### config.mk
export PLATFORM = sky130hd
export DESIGN_NAME = tscs_timebase
export DESIGN_NICKNAME = d
export VERILOG_FILES = /design/src/rtl/tscs_pkg.sv /design/src/rtl/tscs_timebase.sv
export SDC_FILE = /design/constraint.sdc
export NUM_CORES = 1
export LEC_CHECK = 0
export BUFFER_PORTS_ARGS = -buffer_cell sky130_fd_sc_hd__buf_2
export CELL_PAD_IN_SITES_DETAIL_PLACEMENT = 1
export CELL_PAD_IN_SITES_GLOBAL_PLACEMENT = 1
export CORE_ASPECT_RATIO = 1.1
export CORE_UTILIZATION = 23
export DETAILED_ROUTE_END_ITERATION = 10
export GPL_ROUTABILITY_DRIVEN = 0
export PLACE_DENSITY = 0.48
export SETUP_SLACK_MARGIN = 0.15
export SLEW_MARGIN = 10
export SYNTH_ARGS = -nofsm -noshare
export SYNTH_HDL_FRONTEND = slang
export SYNTH_SLANG_ARGS = --single-unit
### constraint.sdc
create_clock -name clk -period 13.1 [get_ports clk]
set_clock_uncertainty 0.15 [all_clocks]
set_input_delay 2.62 -clock clk [delete_from_list [all_inputs] [get_ports clk]]
set_output_delay 2.62 -clock clk [all_outputs]
set_load 0.03 [all_outputs]
### src/rtl/tscs_pkg.sv
// Shared types and codes for the time-slotted circuit switch.
// No dependencies; imported by every module in rtl/.
package tscs_pkg;

  localparam int PORTS_DEF  = 16;
  localparam int SLICES_DEF = 64;

  // Largest slice count the 6-bit slice counter can cycle through
  localparam logic [6:0] SLICE_CAP = 7'd64;

  typedef enum logic [1:0] {
    CMD_TICK   = 2'd0,
    CMD_PACKET = 2'd1,
    CMD_WRITE  = 2'd2,
    CMD_CLEAR  = 2'd3
  } cmd_t;

  typedef enum logic [2:0] {
    ST_DONE      = 3'd0,
    ST_FWD       = 3'd1,
    ST_GUARD     = 3'd2,
    ST_NO_ENTRY  = 3'd3,
    ST_BAD_PORT  = 3'd4,
    ST_REJECT    = 3'd5
  } status_t;

  typedef enum logic [1:0] {
    REG_SLICE_DUR  = 2'd0,
    REG_NUM_SLICES = 2'd1,
    REG_GUARD      = 2'd2,
    REG_NUM_PORTS  = 2'd3
  } reg_idx_t;

  // One schedule table word
  typedef struct packed {
    logic       valid;
    logic [7:0] egress;
  } tscs_entry_t;

  // Time base status seen by the decision logic
  typedef struct packed {
    logic [5:0] slice_now;     // current slice
    logic [5:0] slice_ticked;  // current slice once a pending tick is applied
    logic       in_guard;      // offset lies in the dark tail of the slice
  } tscs_time_t;

endpackage

### src/rtl/tscs_timebase.sv
// Microsecond time base: offset within the slice and cyclic slice counter.
// Depends on tscs_pkg for the status struct and the slice cap.
module tscs_timebase
  import tscs_pkg::*;
(
  input  logic        clk,
  input  logic        rst,
  input  logic        tick,
  input  logic [31:0] slice_dur,
  input  logic [6:0]  num_slices,
  input  logic [31:0] guard_us,
  output tscs_time_t  tinfo
);

  logic [31:0] offset;
  logic [31:0] offset_next;
  logic [5:0]  slice_cnt;
  logic [5:0]  slice_cnt_next;
  logic [6:0]  n_eff;
  logic        dur_zero;

  // A counter at or beyond the slice count reads as slice 0
  function automatic logic [5:0] pick_slice(input logic [5:0] sc, input logic [6:0] n,
                                            input logic dz);
    if (dz || n == 7'd0 || {1'b0, sc} >= n) begin
      return 6'd0;
    end
    return sc;
  endfunction

  always_comb begin
    n_eff          = (num_slices > SLICE_CAP) ? SLICE_CAP : num_slices;
    dur_zero       = (slice_dur == 32'd0);
    offset_next    = offset;
    slice_cnt_next = slice_cnt;
    if (dur_zero) begin
      offset_next    = 32'd0;
      slice_cnt_next = 6'd0;
    end else if ({1'b0, offset} + 33'd1 >= {1'b0, slice_dur}) begin
      offset_next = 32'd0;
      if (n_eff == 7'd0 || {1'b0, slice_cnt} + 7'd1 >= n_eff) begin
        slice_cnt_next = 6'd0;
      end else begin
        slice_cnt_next = slice_cnt + 6'd1;
      end
    end else begin
      offset_next = offset + 32'd1;
    end

    tinfo.slice_now    = pick_slice(slice_cnt, n_eff, dur_zero);
    tinfo.slice_ticked = pick_slice(slice_cnt_next, n_eff, dur_zero);
    tinfo.in_guard     = (guard_us != 32'd0) && !dur_zero &&
                         ({1'b0, offset} + {1'b0, guard_us} >= {1'b0, slice_dur});
  end

  always_ff @(posedge clk) begin
    if (rst) begin
      offset    <= 32'd0;
      slice_cnt <= 6'd0;
    end else if (tick) begin
      offset    <= offset_next;
      slice_cnt <= slice_cnt_next;
    end
  end

endmodule

Word level (Yosys, flattened, before mapping) --
Cells that the tools add are included.
Operators by class: $add $sub $neg 5, order comparisons 6, muxes and demuxes 12, reduce and logical (&&, ||, !) cells 10
Operators by type and width (number):
- $ge 33x32->1 | 2
- $mux 32 | 2
- $mux 6 | 7
- $add 32x1->33 const B | 1
- $add 32x32->33 | 1
- $add 32x1->32 const B | 1
- $logic_not 32->1 | 1
- $reduce_bool 32->1 | 1
- $ge 6x7->1 | 2
- $add 6x1->7 const B | 1
- $ge 7x7->1 | 1
- $gt 7x7->1 const B | 1
- $logic_not 7->1 | 1
- $mux 7 | 1
- $add 6x1->6 const B | 1
- $logic_or 1x1->1 | 4
- $logic_and 1x1->1 | 2
- $mux 1 | 2
- $logic_not 1->1 | 1
Word-level totals: register bits after elaboration 38, output and inout port bits 13

Logic depth before layout (Yosys ltp) --
depth after elaboration 11, gate-level depth with buffers 26, mapped depth without buffers 24

Worst setup path before layout --
OpenSTA, ideal clock, no wires.
path kind input -> output, from in num_slices[0], to out tinfo[3] in the netlist's numbering, arrival 6.870 ns, required time 10.330 ns, path slack 3.460 ns, stages on the path 20, path through nor2b_1 ha_1 nand2b_1 a21o_1 a21o_1 a211oi_1 o21bai_1 a21oi_1 clkbuf_1 o211ai_1 a21o_1 ha_1 nand2b_1 a21o_1 a21o_1 a21o_1 a21o_1 a31oi_1 inv_1 o32ai_1
RTL lines:
- start, declared | line tscs_timebase.sv:10 | input logic [6:0] num_slices,
- end, declared | line tscs_timebase.sv:12 | output tscs_time_t tinfo

==> run metrics <==
Clock Path Buffers 2; asr flop ratio synth 0; I/O Buffers 86; Std-Cell Rows 63; first-pass GRT wire length just over 40000 um; Slew HR 0.275; Final TNS setup 0 ns; Worst-Margin Slew 1.06 ns; register area share after synthesis 0.118; Reg2Reg Setup Slack 8.36 ns; Reg area roughly 760 um2; most frequent cells in the layout ha_1 (117), buf_2 (86), a21oi_1 (73), nand2_1 (63), nand4_1 (48); Synth Net Count between 1000 and 1500; Setup crit end kind primary output; slowest cell delay on critical path between 0.6 and 0.7 ns; Yosys warnings 0; ys flop type dfxtp_1; Post-CTS Resized 0; Hold Path Class reg2reg; hold_sp offset[30]; average wire per standard cell just over 20 um; initial antenna violation count 0; final core utilization 0.269; most common cell after layout, fill and taps aside ha_1; startpoint types input pin; number of synthesized flops with an enable pin 0; Syn Std Cell Area between 6000 and 7000 um2; CP Cell Sequence buf_2 -> nor2b_1 -> ha_1 -> nand2b_1 -> a21o_1 -> a21o_1 -> a211oi_1 -> o21bai_1 -> a21oi_1 -> o21ai_1 -> o32ai_1 -> ha_1 -> a21o_1 -> a21o_1 -> a21o_1 -> a31oi_1 -> inv_1 -> o32ai_1 -> buf_2; Hold Path End offset[30]; Mapped Cells between 800 and 900; CTS H-tree lvls 2; fillers 3405; Core Box Area between 20000 and 30000 um2; DRT Wirelength 25900 um; Detail Placement HPWL 21400 um; DR DRC count 0; RR Endpoint offset[29]; critical path required time ~10 ns; CTS tree done; WS Path Type in2out; largest net degree at the start of global routing 30; final-report max-slew violation count 0; Ports a little under 90; clock sinks 38; TritonCTS Buffers 5; Cell variety after synth 70; RSZ-0062 raised after global routing no; drt pass-1 iters 4; Final Setup Violations 0; setup bufs post-CTS 0; arrival time worst endpoint between 7 and 8 ns; Peak VDD IR 0.0000408 V; hold_buf cts 0; critical path startpoint num_slices[6]; Nets ~1100; cell mode on critical path a21o_1; grt ovf 0; share of cells above drive strength 1 0.125; #FFs+latches synth 38; clock latency at the later pin of the worst-skew pair 0.30 ns; DRT iter0 DRCs roughly 280; outcome finished clean; area of the multi-input gates around 5400 um2; die area roughly 29000 um2; Reg2Reg Launch Point offset[0]; drt via density about 5.2; number of global-route vias before repair 6829; number of routed nets with antenna violations 0; R2R depth 15; Avg Inst Size Synth 7.55 um2; min Tclk post-route about 10 ns; Worst-path clk slew 0.07 ns; die width 162 um; max cap viols 0; Ant. Diodes 0; Starting Density 0.236; Max Fclk about 0.099 GHz; final hold violations 0; Pwr Density between 40 and 50 nW/um2; Area Growth Syn to Fin 14.0%; Root Buffer clkbuf_16; Critical-path top delay cell a21oi_1; hold depth 1; vias approximately 6600; CP Max Fanout 11; fin crit share 0.774; global router's overall resource usage 0.184; Die Height about 180 um; Leakage Power ~3.4 nW
-- cell usage after synthesis (all sizes together) (16+ instances only) --
| library cell | number | share of area |
|---|---|---|
| nor4 | 19 | 0.019 |
| nand2 | 63 | 0.037 |
| nor2 | 41 | 0.024 |
| inv | 47 | 0.027 |
| ha | 117 | 0.23 |
| clkbuf | 26 | 0.015 |
| o21ai | 39 | 0.030 |
| xor2 | 19 | 0.026 |
| xnor2 | 33 | 0.045 |
| nand3 | 30 | 0.023 |
| a21oi | 74 | 0.058 |
| nand4 | 49 | 0.049 |
| nand2b | 40 | 0.039 |
| a21o | 45 | 0.052 |
| o211ai | 16 | 0.019 |
| dfxtp | 38 | 0.12 |
-- per-stage QoR --
step	power [mW]	cell area [um2]	setup slack (ns)	hold slack, ns	std cells
after floorplan	0.182	6440	3.46	0.329	853
after global placement	0.224	7200	3.07	0.358	1266
after detailed placement	0.224	7200	2.98	0.363	1266
after CTS	0.364	7340	2.97	0.380	1274
after global routing	0.379	7340	2.48	0.425	1274
final	0.356	7340	2.96	0.376	1274
-- logic make-up after synthesis --
kind of cell	synth area share
DFF	0.118
and+or+nand+nor	0.267
muxes	0.00311
adders and majority gates	0.230
xor gates and xnor gates	0.0707
AOI/OAI and AO/OA	0.260
buffers and inverters	0.0515
-- critical path: cells and delay by family --
| family | cells | cell delay, ns |
|---|---|---|
| and+or+nand+nor | 2 | 0.39 |
| buffers and inverters | 3 | 0.53 |
| AOI/OAI and AO/OA | 12 | 3.24 |
| adders and majority gates | 2 | 0.58 |
-- final cells by class --
type / count / area share
Clock buffer: 7 / 0.0194
Clock inverter: 1 / 0.000681
Inverter: 48 / 0.0245
Multi-Input combinational cell: 734 / 0.729
Sequential cell: 38 / 0.104
Tap cell: 357 / 0.0608
Timing Repair Buffer: 89 / 0.0617
-- state kept, by name, summed over array words and instances, names as in the netlist --
| signal | cells |
|---|---|
| slice_cnt | 6 |
| offset | 32 |
-- worst max-delay path by stage --
stage / endpoint / slack (ns) / cells after the start
2_1_floorplan: tinfo[3] / 3.46 / 20
3_3_place_gp: tinfo[4] / 3.07 / 21
3_5_place_dp: tinfo[3] / 2.98 / 21
4_1_cts: tinfo[3] / 2.97 / 21
5_1_grt: tinfo[5] / 2.48 / 21
6_report: tinfo[3] / 2.96 / 19
-- routing by layer --
layer | share of wire | wire length [um] | up-vias | track usage
li1 | - | - | 3333 | -
met1 | 0.47 | 12300 | 3180 | 0.246
met2 | 0.48 | 12500 | 97 | 0.319
met3 | 0.026 | 661 | 26 | 0.0157
met4 | 0.017 | 438 | 0 | 0.0417
met5 | 0 | 0 | - | 0
-- power by group --
| part | total, mW | internal, mW | leakage [nW] | switching, mW |
|---|---|---|---|---|
| combinational | 0.103 | 0.0412 | 3.06 | 0.0621 |
| sequential | 0.117 | 0.116 | 0.306 | 0.000946 |
| clock | 0.135 | 0.0759 | 0.0739 | 0.0595 |
| total | 0.356 | 0.233 | 3.44 | 0.123 |
No activity file was read; power rests on OpenSTA's default activity.
